===== src/rtl/lcdw_pkg.sv =====
package lcdw_pkg;

    // Item kinds as they arrive on the command channel.
    typedef enum logic [2:0] {
        K_TRACKED   = 3'd0,
        K_UNTRACKED = 3'd1,
        K_SETPOS    = 3'd2,
        K_CLEAR     = 3'd3,
        K_RAW       = 3'd4,
        K_INIT      = 3'd5
    } kind_t;

    // Wait codes that follow an enable pulse.
    localparam logic [1:0] W_NONE = 2'd0;
    localparam logic [1:0] W_40US = 2'd1;
    localparam logic [1:0] W_2MS  = 2'd2;
    localparam logic [1:0] W_5MS  = 2'd3;

    // Instruction bytes and character codes.
    localparam logic [7:0] CMD_CLEAR    = 8'h01;
    localparam logic [7:0] CMD_HOME_MAX = 8'h03;
    localparam logic [7:0] CHAR_NEWLINE = 8'd10;
    localparam logic       RS_CMD       = 1'b0;
    localparam logic       RS_DATA      = 1'b1;

    // Number of nibbles in the init sequence.
    localparam int INIT_NIBBLES = 14;

    // Type of work carried by a queued job.
    typedef enum logic {
        JOB_BYTES = 1'b0,
        JOB_INIT  = 1'b1
    } job_kind_t;

    // One byte to be sent as two nibbles.
    typedef struct packed {
        logic       rs;
        logic [7:0] data;
        logic [1:0] wait_code;
    } byte_t;

    // One queued job: either one or two bytes, or the init sequence.
    typedef struct packed {
        job_kind_t jkind;
        logic      two_bytes;
        byte_t     b0;
        byte_t     b1;
    } job_t;

    // Queue status seen by both sides.
    typedef struct packed {
        logic full;
        logic empty;
    } fifo_stat_t;

    // DDRAM base address of each display row.
    function automatic logic [6:0] row_base(input logic [1:0] r);
        logic [6:0] b;
        case (r)
            2'd0:    b = 7'h00;
            2'd1:    b = 7'h40;
            2'd2:    b = 7'h14;
            2'd3:    b = 7'h54;
            default: b = 7'h00;
        endcase
        return b;
    endfunction

    // Set-DDRAM-address command; the 7-bit sum wraps as the address mask does.
    function automatic logic [7:0] ddram_cmd(input logic [1:0] r, input logic [4:0] c);
        logic [6:0] addr;
        addr = row_base(r) + {2'b00, c};
        return {1'b1, addr};
    endfunction

    // Init sequence, one nibble and its wait code per step.
    function automatic logic [5:0] init_step(input logic [3:0] idx);
        logic [5:0] s;
        case (idx)
            4'd0:    s = {4'h3, W_5MS};
            4'd1:    s = {4'h3, W_2MS};
            4'd2:    s = {4'h3, W_40US};
            4'd3:    s = {4'h2, W_40US};
            4'd4:    s = {4'h2, W_NONE};
            4'd5:    s = {4'h8, W_40US};
            4'd6:    s = {4'h0, W_NONE};
            4'd7:    s = {4'h8, W_40US};
            4'd8:    s = {4'h0, W_NONE};
            4'd9:    s = {4'h1, W_2MS};
            4'd10:   s = {4'h0, W_NONE};
            4'd11:   s = {4'h6, W_40US};
            4'd12:   s = {4'h0, W_NONE};
            4'd13:   s = {4'hE, W_40US};
            default: s = {4'h0, W_NONE};
        endcase
        return s;
    endfunction

endpackage


===== src/rtl/lcdw_ifs.sv =====
// Command channel: one display item per transaction.
interface lcdw_cmd_if;
    logic       valid;
    logic       ready;
    logic [2:0] kind;
    logic [7:0] char_code;
    logic [1:0] row;
    logic [4:0] col;

    modport source (output valid, kind, char_code, row, col, input ready);
    modport sink   (input valid, kind, char_code, row, col, output ready);
endinterface

// Bus channel: one nibble per transaction.
interface lcdw_bus_if;
    logic       valid;
    logic       ready;
    logic       rs;
    logic [3:0] nibble;
    logic [1:0] wait_code;
    logic       last;

    modport source (output valid, rs, nibble, wait_code, last, input ready);
    modport sink   (input valid, rs, nibble, wait_code, last, output ready);
endinterface


===== src/rtl/lcdw_front.sv =====
module lcdw_front #(
    parameter int ROWS = 4,
    parameter int COLS = 20
) (
    input  logic                   clk,
    input  logic                   rst_n,
    lcdw_cmd_if.sink               cmd,
    input  lcdw_pkg::fifo_stat_t   qstat,
    output logic                   push,
    output lcdw_pkg::job_t         job
);

    localparam logic [1:0] LAST_ROW = 2'(ROWS - 1);
    localparam logic [4:0] COL_END  = 5'(COLS);

    logic [1:0] cursor_row_reg, cursor_row_next;
    logic [4:0] cursor_col_reg, cursor_col_next;
    logic [1:0] wrap_row;
    logic       accept;
    logic       known;

    // The queue has room: take the item.
    assign cmd.ready = !qstat.full;
    assign accept    = cmd.valid && cmd.ready;
    assign push      = accept && known;

    // Row that follows the cursor row, wrapping after the last one.
    assign wrap_row = (cursor_row_reg < LAST_ROW) ? cursor_row_reg + 2'd1 : 2'd0;

    // Classify the item into a job and work out the new cursor.
    always_comb
    begin
        known           = 1'b1;
        cursor_row_next = cursor_row_reg;
        cursor_col_next = cursor_col_reg;
        job.jkind       = lcdw_pkg::JOB_BYTES;
        job.two_bytes   = 1'b0;
        job.b0          = '{rs: lcdw_pkg::RS_DATA, data: cmd.char_code,
                            wait_code: lcdw_pkg::W_40US};
        job.b1          = '{rs: lcdw_pkg::RS_DATA, data: cmd.char_code,
                            wait_code: lcdw_pkg::W_40US};
        case (cmd.kind)
            lcdw_pkg::K_TRACKED:
            begin
                if (cmd.char_code == lcdw_pkg::CHAR_NEWLINE)
                begin
                    cursor_row_next = wrap_row;
                    cursor_col_next = 5'd0;
                    job.b0 = '{rs: lcdw_pkg::RS_CMD,
                               data: lcdw_pkg::ddram_cmd(wrap_row, 5'd0),
                               wait_code: lcdw_pkg::W_40US};
                end
                else if (cursor_col_reg >= COL_END)
                begin
                    // Row full: move to the next row before the character.
                    cursor_row_next = wrap_row;
                    cursor_col_next = 5'd1;
                    job.two_bytes   = 1'b1;
                    job.b0 = '{rs: lcdw_pkg::RS_CMD,
                               data: lcdw_pkg::ddram_cmd(wrap_row, 5'd0),
                               wait_code: lcdw_pkg::W_40US};
                end
                else
                begin
                    cursor_col_next = cursor_col_reg + 5'd1;
                end
            end
            lcdw_pkg::K_UNTRACKED:
            begin
                known = 1'b1;
            end
            lcdw_pkg::K_SETPOS:
            begin
                cursor_row_next = cmd.row;
                cursor_col_next = cmd.col;
                job.b0 = '{rs: lcdw_pkg::RS_CMD,
                           data: lcdw_pkg::ddram_cmd(cmd.row, cmd.col),
                           wait_code: lcdw_pkg::W_40US};
            end
            lcdw_pkg::K_CLEAR:
            begin
                cursor_row_next = 2'd0;
                cursor_col_next = 5'd0;
                job.b0 = '{rs: lcdw_pkg::RS_CMD, data: lcdw_pkg::CMD_CLEAR,
                           wait_code: lcdw_pkg::W_2MS};
            end
            lcdw_pkg::K_RAW:
            begin
                // Clear and home need the long wait.
                job.b0.rs = lcdw_pkg::RS_CMD;
                if (cmd.char_code != 8'd0 && cmd.char_code <= lcdw_pkg::CMD_HOME_MAX)
                begin
                    job.b0.wait_code = lcdw_pkg::W_2MS;
                end
            end
            lcdw_pkg::K_INIT:
            begin
                cursor_row_next = 2'd0;
                cursor_col_next = 5'd0;
                job.jkind       = lcdw_pkg::JOB_INIT;
            end
            default:
            begin
                known = 1'b0;
            end
        endcase
    end

    // Cursor registers change only on an accepted item.
    always_ff @(posedge clk or negedge rst_n)
    begin
        if (!rst_n)
        begin
            cursor_row_reg <= 2'd0;
            cursor_col_reg <= 5'd0;
        end
        else if (push)
        begin
            cursor_row_reg <= cursor_row_next;
            cursor_col_reg <= cursor_col_next;
        end
    end

endmodule


===== src/rtl/lcdw_fifo.sv =====
module lcdw_fifo #(
    parameter int DEPTH = 2
) (
    input  logic                 clk,
    input  logic                 rst_n,
    input  logic                 push,
    input  lcdw_pkg::job_t       push_data,
    input  logic                 pop,
    output lcdw_pkg::job_t       pop_data,
    output lcdw_pkg::fifo_stat_t stat
);

    localparam int AW = (DEPTH > 1) ? $clog2(DEPTH) : 1;
    localparam int CW = $clog2(DEPTH + 1);
    localparam logic [AW-1:0] LAST_SLOT = AW'(DEPTH - 1);
    localparam logic [CW-1:0] FULL_CNT  = CW'(DEPTH);

    lcdw_pkg::job_t slots_reg [DEPTH];
    logic [AW-1:0]  wr_ptr_reg, rd_ptr_reg;
    logic [CW-1:0]  count_reg;

    assign stat.full  = (count_reg == FULL_CNT);
    assign stat.empty = (count_reg == '0);
    assign pop_data   = slots_reg[rd_ptr_reg];

    // Slot storage.
    always_ff @(posedge clk)
    begin
        if (push)
        begin
            slots_reg[wr_ptr_reg] <= push_data;
        end
    end

    // Pointers and fill count.
    always_ff @(posedge clk or negedge rst_n)
    begin
        if (!rst_n)
        begin
            wr_ptr_reg <= '0;
            rd_ptr_reg <= '0;
            count_reg  <= '0;
        end
        else
        begin
            if (push)
            begin
                wr_ptr_reg <= (wr_ptr_reg == LAST_SLOT) ? '0 : wr_ptr_reg + AW'(1);
            end
            if (pop)
            begin
                rd_ptr_reg <= (rd_ptr_reg == LAST_SLOT) ? '0 : rd_ptr_reg + AW'(1);
            end
            if (push && !pop)
            begin
                count_reg <= count_reg + CW'(1);
            end
            else if (pop && !push)
            begin
                count_reg <= count_reg - CW'(1);
            end
        end
    end

endmodule


===== src/rtl/lcdw_back.sv =====
module lcdw_back (
    input  logic                 clk,
    input  logic                 rst_n,
    input  lcdw_pkg::fifo_stat_t qstat,
    input  lcdw_pkg::job_t       head,
    output logic                 pop,
    lcdw_bus_if.source           bus
);

    lcdw_pkg::job_t job_reg;
    logic           job_valid_reg;
    logic [3:0]     idx_reg;

    logic           bus_valid_reg;
    logic           rs_reg;
    logic [3:0]     nibble_reg;
    logic [1:0]     wait_reg;
    logic           last_reg;

    logic           load;
    logic [3:0]     last_idx;
    logic           is_last;
    lcdw_pkg::byte_t cur_byte;
    logic [5:0]     init_s;
    logic           nib_rs;
    logic [3:0]     nib_val;
    logic [1:0]     nib_wait;

    // A nibble moves into the output register when that register is free.
    assign load = job_valid_reg && (!bus_valid_reg || bus.ready);

    // Index of the final nibble of the current job.
    always_comb
    begin
        if (job_reg.jkind == lcdw_pkg::JOB_INIT)
        begin
            last_idx = 4'(lcdw_pkg::INIT_NIBBLES - 1);
        end
        else if (job_reg.two_bytes)
        begin
            last_idx = 4'd3;
        end
        else
        begin
            last_idx = 4'd1;
        end
    end
    assign is_last = (idx_reg == last_idx);

    // Take the next job when idle or when the current one finishes.
    assign pop = !qstat.empty && (!job_valid_reg || (load && is_last));

    // Select the nibble at the current step: high half of a byte first.
    assign cur_byte = idx_reg[1] ? job_reg.b1 : job_reg.b0;
    assign init_s   = lcdw_pkg::init_step(idx_reg);
    always_comb
    begin
        if (job_reg.jkind == lcdw_pkg::JOB_INIT)
        begin
            nib_rs   = lcdw_pkg::RS_CMD;
            nib_val  = init_s[5:2];
            nib_wait = init_s[1:0];
        end
        else if (!idx_reg[0])
        begin
            nib_rs   = cur_byte.rs;
            nib_val  = cur_byte.data[7:4];
            nib_wait = lcdw_pkg::W_NONE;
        end
        else
        begin
            nib_rs   = cur_byte.rs;
            nib_val  = cur_byte.data[3:0];
            nib_wait = cur_byte.wait_code;
        end
    end

    // Job register and step counter.
    always_ff @(posedge clk or negedge rst_n)
    begin
        if (!rst_n)
        begin
            job_valid_reg <= 1'b0;
            idx_reg       <= 4'd0;
        end
        else if (pop)
        begin
            job_valid_reg <= 1'b1;
            idx_reg       <= 4'd0;
        end
        else if (load)
        begin
            job_valid_reg <= !is_last;
            idx_reg       <= idx_reg + 4'd1;
        end
    end

    always_ff @(posedge clk)
    begin
        if (pop)
        begin
            job_reg <= head;
        end
    end

    // Output register valid flag.
    always_ff @(posedge clk or negedge rst_n)
    begin
        if (!rst_n)
        begin
            bus_valid_reg <= 1'b0;
        end
        else if (load)
        begin
            bus_valid_reg <= 1'b1;
        end
        else if (bus.ready)
        begin
            bus_valid_reg <= 1'b0;
        end
    end

    // Output register payload.
    always_ff @(posedge clk)
    begin
        if (load)
        begin
            rs_reg     <= nib_rs;
            nibble_reg <= nib_val;
            wait_reg   <= nib_wait;
            last_reg   <= is_last;
        end
    end

    assign bus.valid     = bus_valid_reg;
    assign bus.rs        = rs_reg;
    assign bus.nibble    = nibble_reg;
    assign bus.wait_code = wait_reg;
    assign bus.last      = last_reg;

endmodule


===== src/rtl/char_lcd_text_writer_unit.sv =====
// Text writer for a character LCD on a 4-bit bus. Each command transaction
// (tracked or untracked character, set position, clear, raw instruction or
// init) becomes a run of bus transactions, one nibble each, high nibble of a
// byte first, with the register-select level, a wait code for the pulse
// timer and a last flag on the final nibble. The block keeps the cursor so
// that tracked characters wrap at the end of a row and newline moves to the
// start of the next row; the power-on wait belongs to the environment. The
// back end sends one nibble per cycle from its output register while the bus
// is ready: an item becomes 2 nibbles (one byte), 4 (row wrap plus character)
// or 14 (init), and that serializer sets the sustained rate. The front end
// classifies one item per cycle while the queue has room into a job queue of
// QUEUE_DEPTH entries, so new items are taken while earlier ones are still
// being sent. Kinds 6 and 7 are taken and ignored.
module char_lcd_text_writer_unit #(
    parameter int ROWS        = 4,
    parameter int COLS        = 20,
    parameter int QUEUE_DEPTH = 2
) (
    input  logic       clk,
    input  logic       rst_n,
    lcdw_cmd_if.sink   cmd,
    lcdw_bus_if.source bus
);

    lcdw_pkg::fifo_stat_t qstat;
    lcdw_pkg::job_t       push_job;
    lcdw_pkg::job_t       head_job;
    logic                 push;
    logic                 pop;

    // Front end: accept, classify, track the cursor.
    lcdw_front #(
        .ROWS (ROWS),
        .COLS (COLS)
    ) u_front (
        .clk   (clk),
        .rst_n (rst_n),
        .cmd   (cmd),
        .qstat (qstat),
        .push  (push),
        .job   (push_job)
    );

    // Job queue between the two halves.
    lcdw_fifo #(
        .DEPTH (QUEUE_DEPTH)
    ) u_fifo (
        .clk       (clk),
        .rst_n     (rst_n),
        .push      (push),
        .push_data (push_job),
        .pop       (pop),
        .pop_data  (head_job),
        .stat      (qstat)
    );

    // Back end: serialize jobs into nibbles.
    lcdw_back u_back (
        .clk   (clk),
        .rst_n (rst_n),
        .qstat (qstat),
        .head  (head_job),
        .pop   (pop),
        .bus   (bus)
    );

`ifndef SYNTHESIS
    // The queue is never written when full nor read when empty.
    a_no_overflow: assert property (@(posedge clk) disable iff (!rst_n)
        push |-> !qstat.full)
        else $error("job queue written while full");

    a_no_underflow: assert property (@(posedge clk) disable iff (!rst_n)
        pop |-> !qstat.empty)
        else $error("job queue read while empty");

    // Unused kinds are accepted but never queued.
    a_unused_kind: assert property (@(posedge clk) disable iff (!rst_n)
        (cmd.valid && cmd.ready && (cmd.kind > lcdw_pkg::K_INIT)) |-> !push)
        else $error("unused kind queued a job");

    // A stalled bus transaction keeps its payload until it is taken.
    a_bus_hold: assert property (@(posedge clk) disable iff (!rst_n)
        (bus.valid && !bus.ready) |=>
            (bus.valid && $stable({bus.rs, bus.nibble, bus.wait_code, bus.last})))
        else $error("bus transaction changed while stalled");
`endif

endmodule


===== src/flat_wrapper.sv =====
// flat-port wrapper written by rule: the top's interface ports become plain ports
module char_lcd_text_writer_unit_flat 
#(
    parameter int ROWS        = 4,
    parameter int COLS        = 20,
    parameter int QUEUE_DEPTH = 2
)
  (clk, rst_n, cmd_valid, cmd_kind, cmd_char_code, cmd_row, cmd_col, cmd_ready, bus_valid, bus_rs, bus_nibble, bus_wait_code, bus_last, bus_ready);
  lcdw_cmd_if cmd_i ();
  lcdw_bus_if bus_i ();
  input  logic clk;
  input  logic rst_n;
  input wire logic [$bits(cmd_i.valid)-1:0] cmd_valid;
  input wire logic [$bits(cmd_i.kind)-1:0] cmd_kind;
  input wire logic [$bits(cmd_i.char_code)-1:0] cmd_char_code;
  input wire logic [$bits(cmd_i.row)-1:0] cmd_row;
  input wire logic [$bits(cmd_i.col)-1:0] cmd_col;
  output wire logic [$bits(cmd_i.ready)-1:0] cmd_ready;
  output wire logic [$bits(bus_i.valid)-1:0] bus_valid;
  output wire logic [$bits(bus_i.rs)-1:0] bus_rs;
  output wire logic [$bits(bus_i.nibble)-1:0] bus_nibble;
  output wire logic [$bits(bus_i.wait_code)-1:0] bus_wait_code;
  output wire logic [$bits(bus_i.last)-1:0] bus_last;
  input wire logic [$bits(bus_i.ready)-1:0] bus_ready;
  assign cmd_i.valid = cmd_valid;
  assign cmd_i.kind = cmd_kind;
  assign cmd_i.char_code = cmd_char_code;
  assign cmd_i.row = cmd_row;
  assign cmd_i.col = cmd_col;
  assign cmd_ready = cmd_i.ready;
  assign bus_valid = bus_i.valid;
  assign bus_rs = bus_i.rs;
  assign bus_nibble = bus_i.nibble;
  assign bus_wait_code = bus_i.wait_code;
  assign bus_last = bus_i.last;
  assign bus_i.ready = bus_ready;
  char_lcd_text_writer_unit #(.ROWS(ROWS), .COLS(COLS), .QUEUE_DEPTH(QUEUE_DEPTH)) u_core (.clk(clk), .rst_n(rst_n), .cmd(cmd_i), .bus(bus_i));
endmodule

===== config.mk =====
export PLATFORM = sky130hd
export DESIGN_NAME = char_lcd_text_writer_unit_flat
export DESIGN_NICKNAME = d
export VERILOG_FILES = /design/src/rtl/lcdw_pkg.sv /design/src/rtl/lcdw_ifs.sv /design/src/rtl/lcdw_front.sv /design/src/rtl/lcdw_fifo.sv /design/src/rtl/lcdw_back.sv /design/src/rtl/char_lcd_text_writer_unit.sv /design/src/flat_wrapper.sv
export SDC_FILE = /design/constraint.sdc
export NUM_CORES = 1
export LEC_CHECK = 0
export BUFFER_PORTS_ARGS = -buffer_cell sky130_fd_sc_hd__buf_2
export CORE_ASPECT_RATIO = 0.7
export CORE_MARGIN = 2
export CORE_UTILIZATION = 41
export CTS_BUF_LIST = sky130_fd_sc_hd__clkbuf_8
export DETAILED_ROUTE_END_ITERATION = 10
export PLACE_DENSITY = 0.7
export SLEW_MARGIN = 20
export SYNTH_ARGS = -nofsm -noshare
export SYNTH_HDL_FRONTEND = slang
export SYNTH_SLANG_ARGS = --single-unit

===== constraint.sdc =====
create_clock -name clk -period 2.4 [get_ports clk]
set_input_delay 0.48 -clock clk [delete_from_list [all_inputs] [get_ports clk]]
set_output_delay 0.48 -clock clk [all_outputs]
set_load 0.1 [all_outputs]

==> summary.txt <==
status = finished clean
Rows = 30
routed vias = 2465
critical path type = reg -> reg
setup tns final = 0 ps
GRT Resource Usage Total = 16.4%
Sw Share = 36.2%
skew final = 7.35 ps
setup bufs post-CTS = 0
io pins = 32
Initial Utilization = 41.7%
CTS Buf Count = 9
# DRC = 0
Initial DRC Count = 217
Area growth syn-to-layout = 14.4%
Final Hold Fails = 0
Synth Area in XOR/XNOR = 2.18%
full die area = 0.0106 mm^2
share of layout cells above drive strength 1 = 26.9%
Reg clk slew, reported paths = 90 ps
Placer Congestion = 0.942
Yosys top cell area share = 53.2%
mux share of post-synthesis cell area = 9.24%
fmax = 456 MHz
CTS root buf = clkbuf_8
post-cts sizing count = 0
gr ovfl total = 0
pwr dens = 1150 mW/mm^2
Tightest Hold Check Type = in -> async
clock latency on the worst-skew pair = 350 ps
Total Wirelength = 7780 um
dominant synthesized flop cell = edfxtp_1
antenna viol nets, final = 0
minimum clock period = 2190 ps
top cells by count, synth = 71 x edfxtp_1, 31 x nor2_1, 24 x mux2_2
htree depth = 3
core area = 0.00961 mm^2
Yosys cell types = 48
crit path DAT = 2480 ps
Relative slew margins = 58.2%
post-route setup slack = 205 ps
largest family of logic cells by synthesized area = compound AO/OA/AOI/OAI gates
worst slack at placement = 116 ps
logic gate share of total power = 35.5%
crit share post-route = 91.5%
top post-synthesis cells by area = edfxtp_1 53%, dfrtp_1 11%, mux2_2 6.7%
syn avg cell area = 13.4 um^2
Ant. Diodes = 0
Critical Path RT = 2680 ps
CTS sink cnt = 88
RSZ-0062 raised after global routing = false
routed vias/inst = 5.20
CP endpoint kind = register
Clock Tree Buf Depth = 2
CTS tree = built
first-pass iteration count of the detailed router = 5
Internal = 3.36 mW
Buffers on Ports = 31
Worst Setup Start Kind = register
Synth Area in Simple Gates = 9.52%
die width = 122 um
Async S/R FF share, synth = 19.3%
antenna violations before repair = 0
post-DR wirelength/cell = 16.4 um
Max Cap Viol = 0
Seq pwr share = 43.9%
post-layout util = 47.8%
post-synthesis sequential area ratio = 63.8%
synthesized instance count = 300
largest net degree at the start of global routing = 27
syn_nets = 332
Netlist Area Pre-Place = 0.00401 mm^2
CP max FO = 7
sw power = 1.90 mW
area fraction in compound gates after synthesis = 9.55%
# setup viols final = 0
leading area contributor after synthesis = edfxtp_1
Final Max Slew Viols = 0
Post-Synth Adder-Cell Area = 3.12%
Tightest Pin Transition = 624 ps
YS warnings = 0
CTS Hold Bufs = 0
global-route wire length before repair = 12900 um
LEAKAGE = 1.72 nW
EDFF count, synth = 71
Layout Nets = 373
synthesized flop and latch total = 88
most numerous cell in the Yosys netlist = edfxtp_1
Max VDD drop = 0.410 mV
hpwl dp = 5560 um
vias in the first global route = 2490
max FFs per register = 42
Clock Power Share = 20.6%
Tot Pwr = 5.26 mW
Die Y = 86.7 um
==> metal layers <==
layer | track usage [%] | routed length, um
met2 | 24.1 | 3460
met5 | 0 | 0
met1 | 23.8 | 3820
met3 | 5.59 | 459
met4 | 3.24 | 36
==> worst paths after layout <==
path	start	slack, ps	cells after the start	endpoint
hold / removal	rst_n	60	1	u_core.u_front.cursor_col_reg[3]
max in group asynchronous	rst_n	2030	1	u_core.u_back.idx_reg[1]
min in group clk	cmd_char_code[4]	360	1	u_core.u_fifo.slots_reg[1][4]
hold reg to reg	u_core.u_fifo.wr_ptr_reg	510	1	u_core.u_fifo.wr_ptr_reg
setup / recovery	u_core.u_back.idx_reg[2]	210	9	u_core.u_fifo.count_reg[1]
setup reg to reg	u_core.u_back.idx_reg[2]	210	9	u_core.u_fifo.count_reg[1]
==> power by group through the flow <==
stage | logic [mW] | registers, mW | clock network (mW)
3_3_place_gp | 1.83 | 2.32 | 0
5_1_grt | 2.04 | 2.36 | 1.18
3_5_place_dp | 1.87 | 2.34 | 0
2_1_floorplan | 1.18 | 2.57 | 0
4_1_cts | 1.88 | 2.31 | 1.11
6_report | 1.87 | 2.31 | 1.08
==> cell usage in the layout (no fill, tap or decap), drive strengths merged, types with 3 or more instances in the layout <==
cell type   n
o21ai      15
clkbuf      9
mux2       24
nor2       31
nand2b      6
clkinv      3
buf        41
and2        3
nand2      19
a21oi      15
nor3        4
inv        18
mux4        4
dfrtp      17
nand3       5
xor2        6
ha         10
xnor2       4
edfxtp     71
a22o        4
or4         4
o22ai       5
==> metrics by stage <==
stage | cell area (um^2) | hold WS [ps] | cells
finish | 4590 | 57.8 | 474
global route | 4590 | 65.6 | 474
CTS | 4590 | 56.6 | 474
detailed placement | 4380 | 451 | 458
global placement | 4380 | 448 | 458
floorplan | 4030 | 184 | 300
==> layout make-up <==
type	instances	area [um^2]
Clock buffer	9	124
Inverter	16	60.1
Fill cell	895	5020
Sequential cell	88	2560
Clock inverter	7	88.8
Multi-Input combinational cell	185	1370
Timing Repair Buffer	41	230
Tap cell	128	160
==> logic make-up (layout without fill, tap and decap cells) <==
group,Yosys count,count (layout)
multiplexers,29,29
AND/OR/NAND/NOR,80,80
flip-flops,88,88
buffers and inverters,27,73
XOR/XNOR,10,10
adder cells (fa/ha/maj),10,10
AO/OA/AOI/OAI,56,56
==> critical path: stages, from the launching register on <==
cell      delay, ps
dfrtp_1         470
or4_1           510
a21oi_2         160
o211ai_1        180
a21oi_4         200
inv_2            50
ha_4            150
xor2_1          130
nor2_1          120
xor2_1          150
Power figures use the tool's default switching activity.
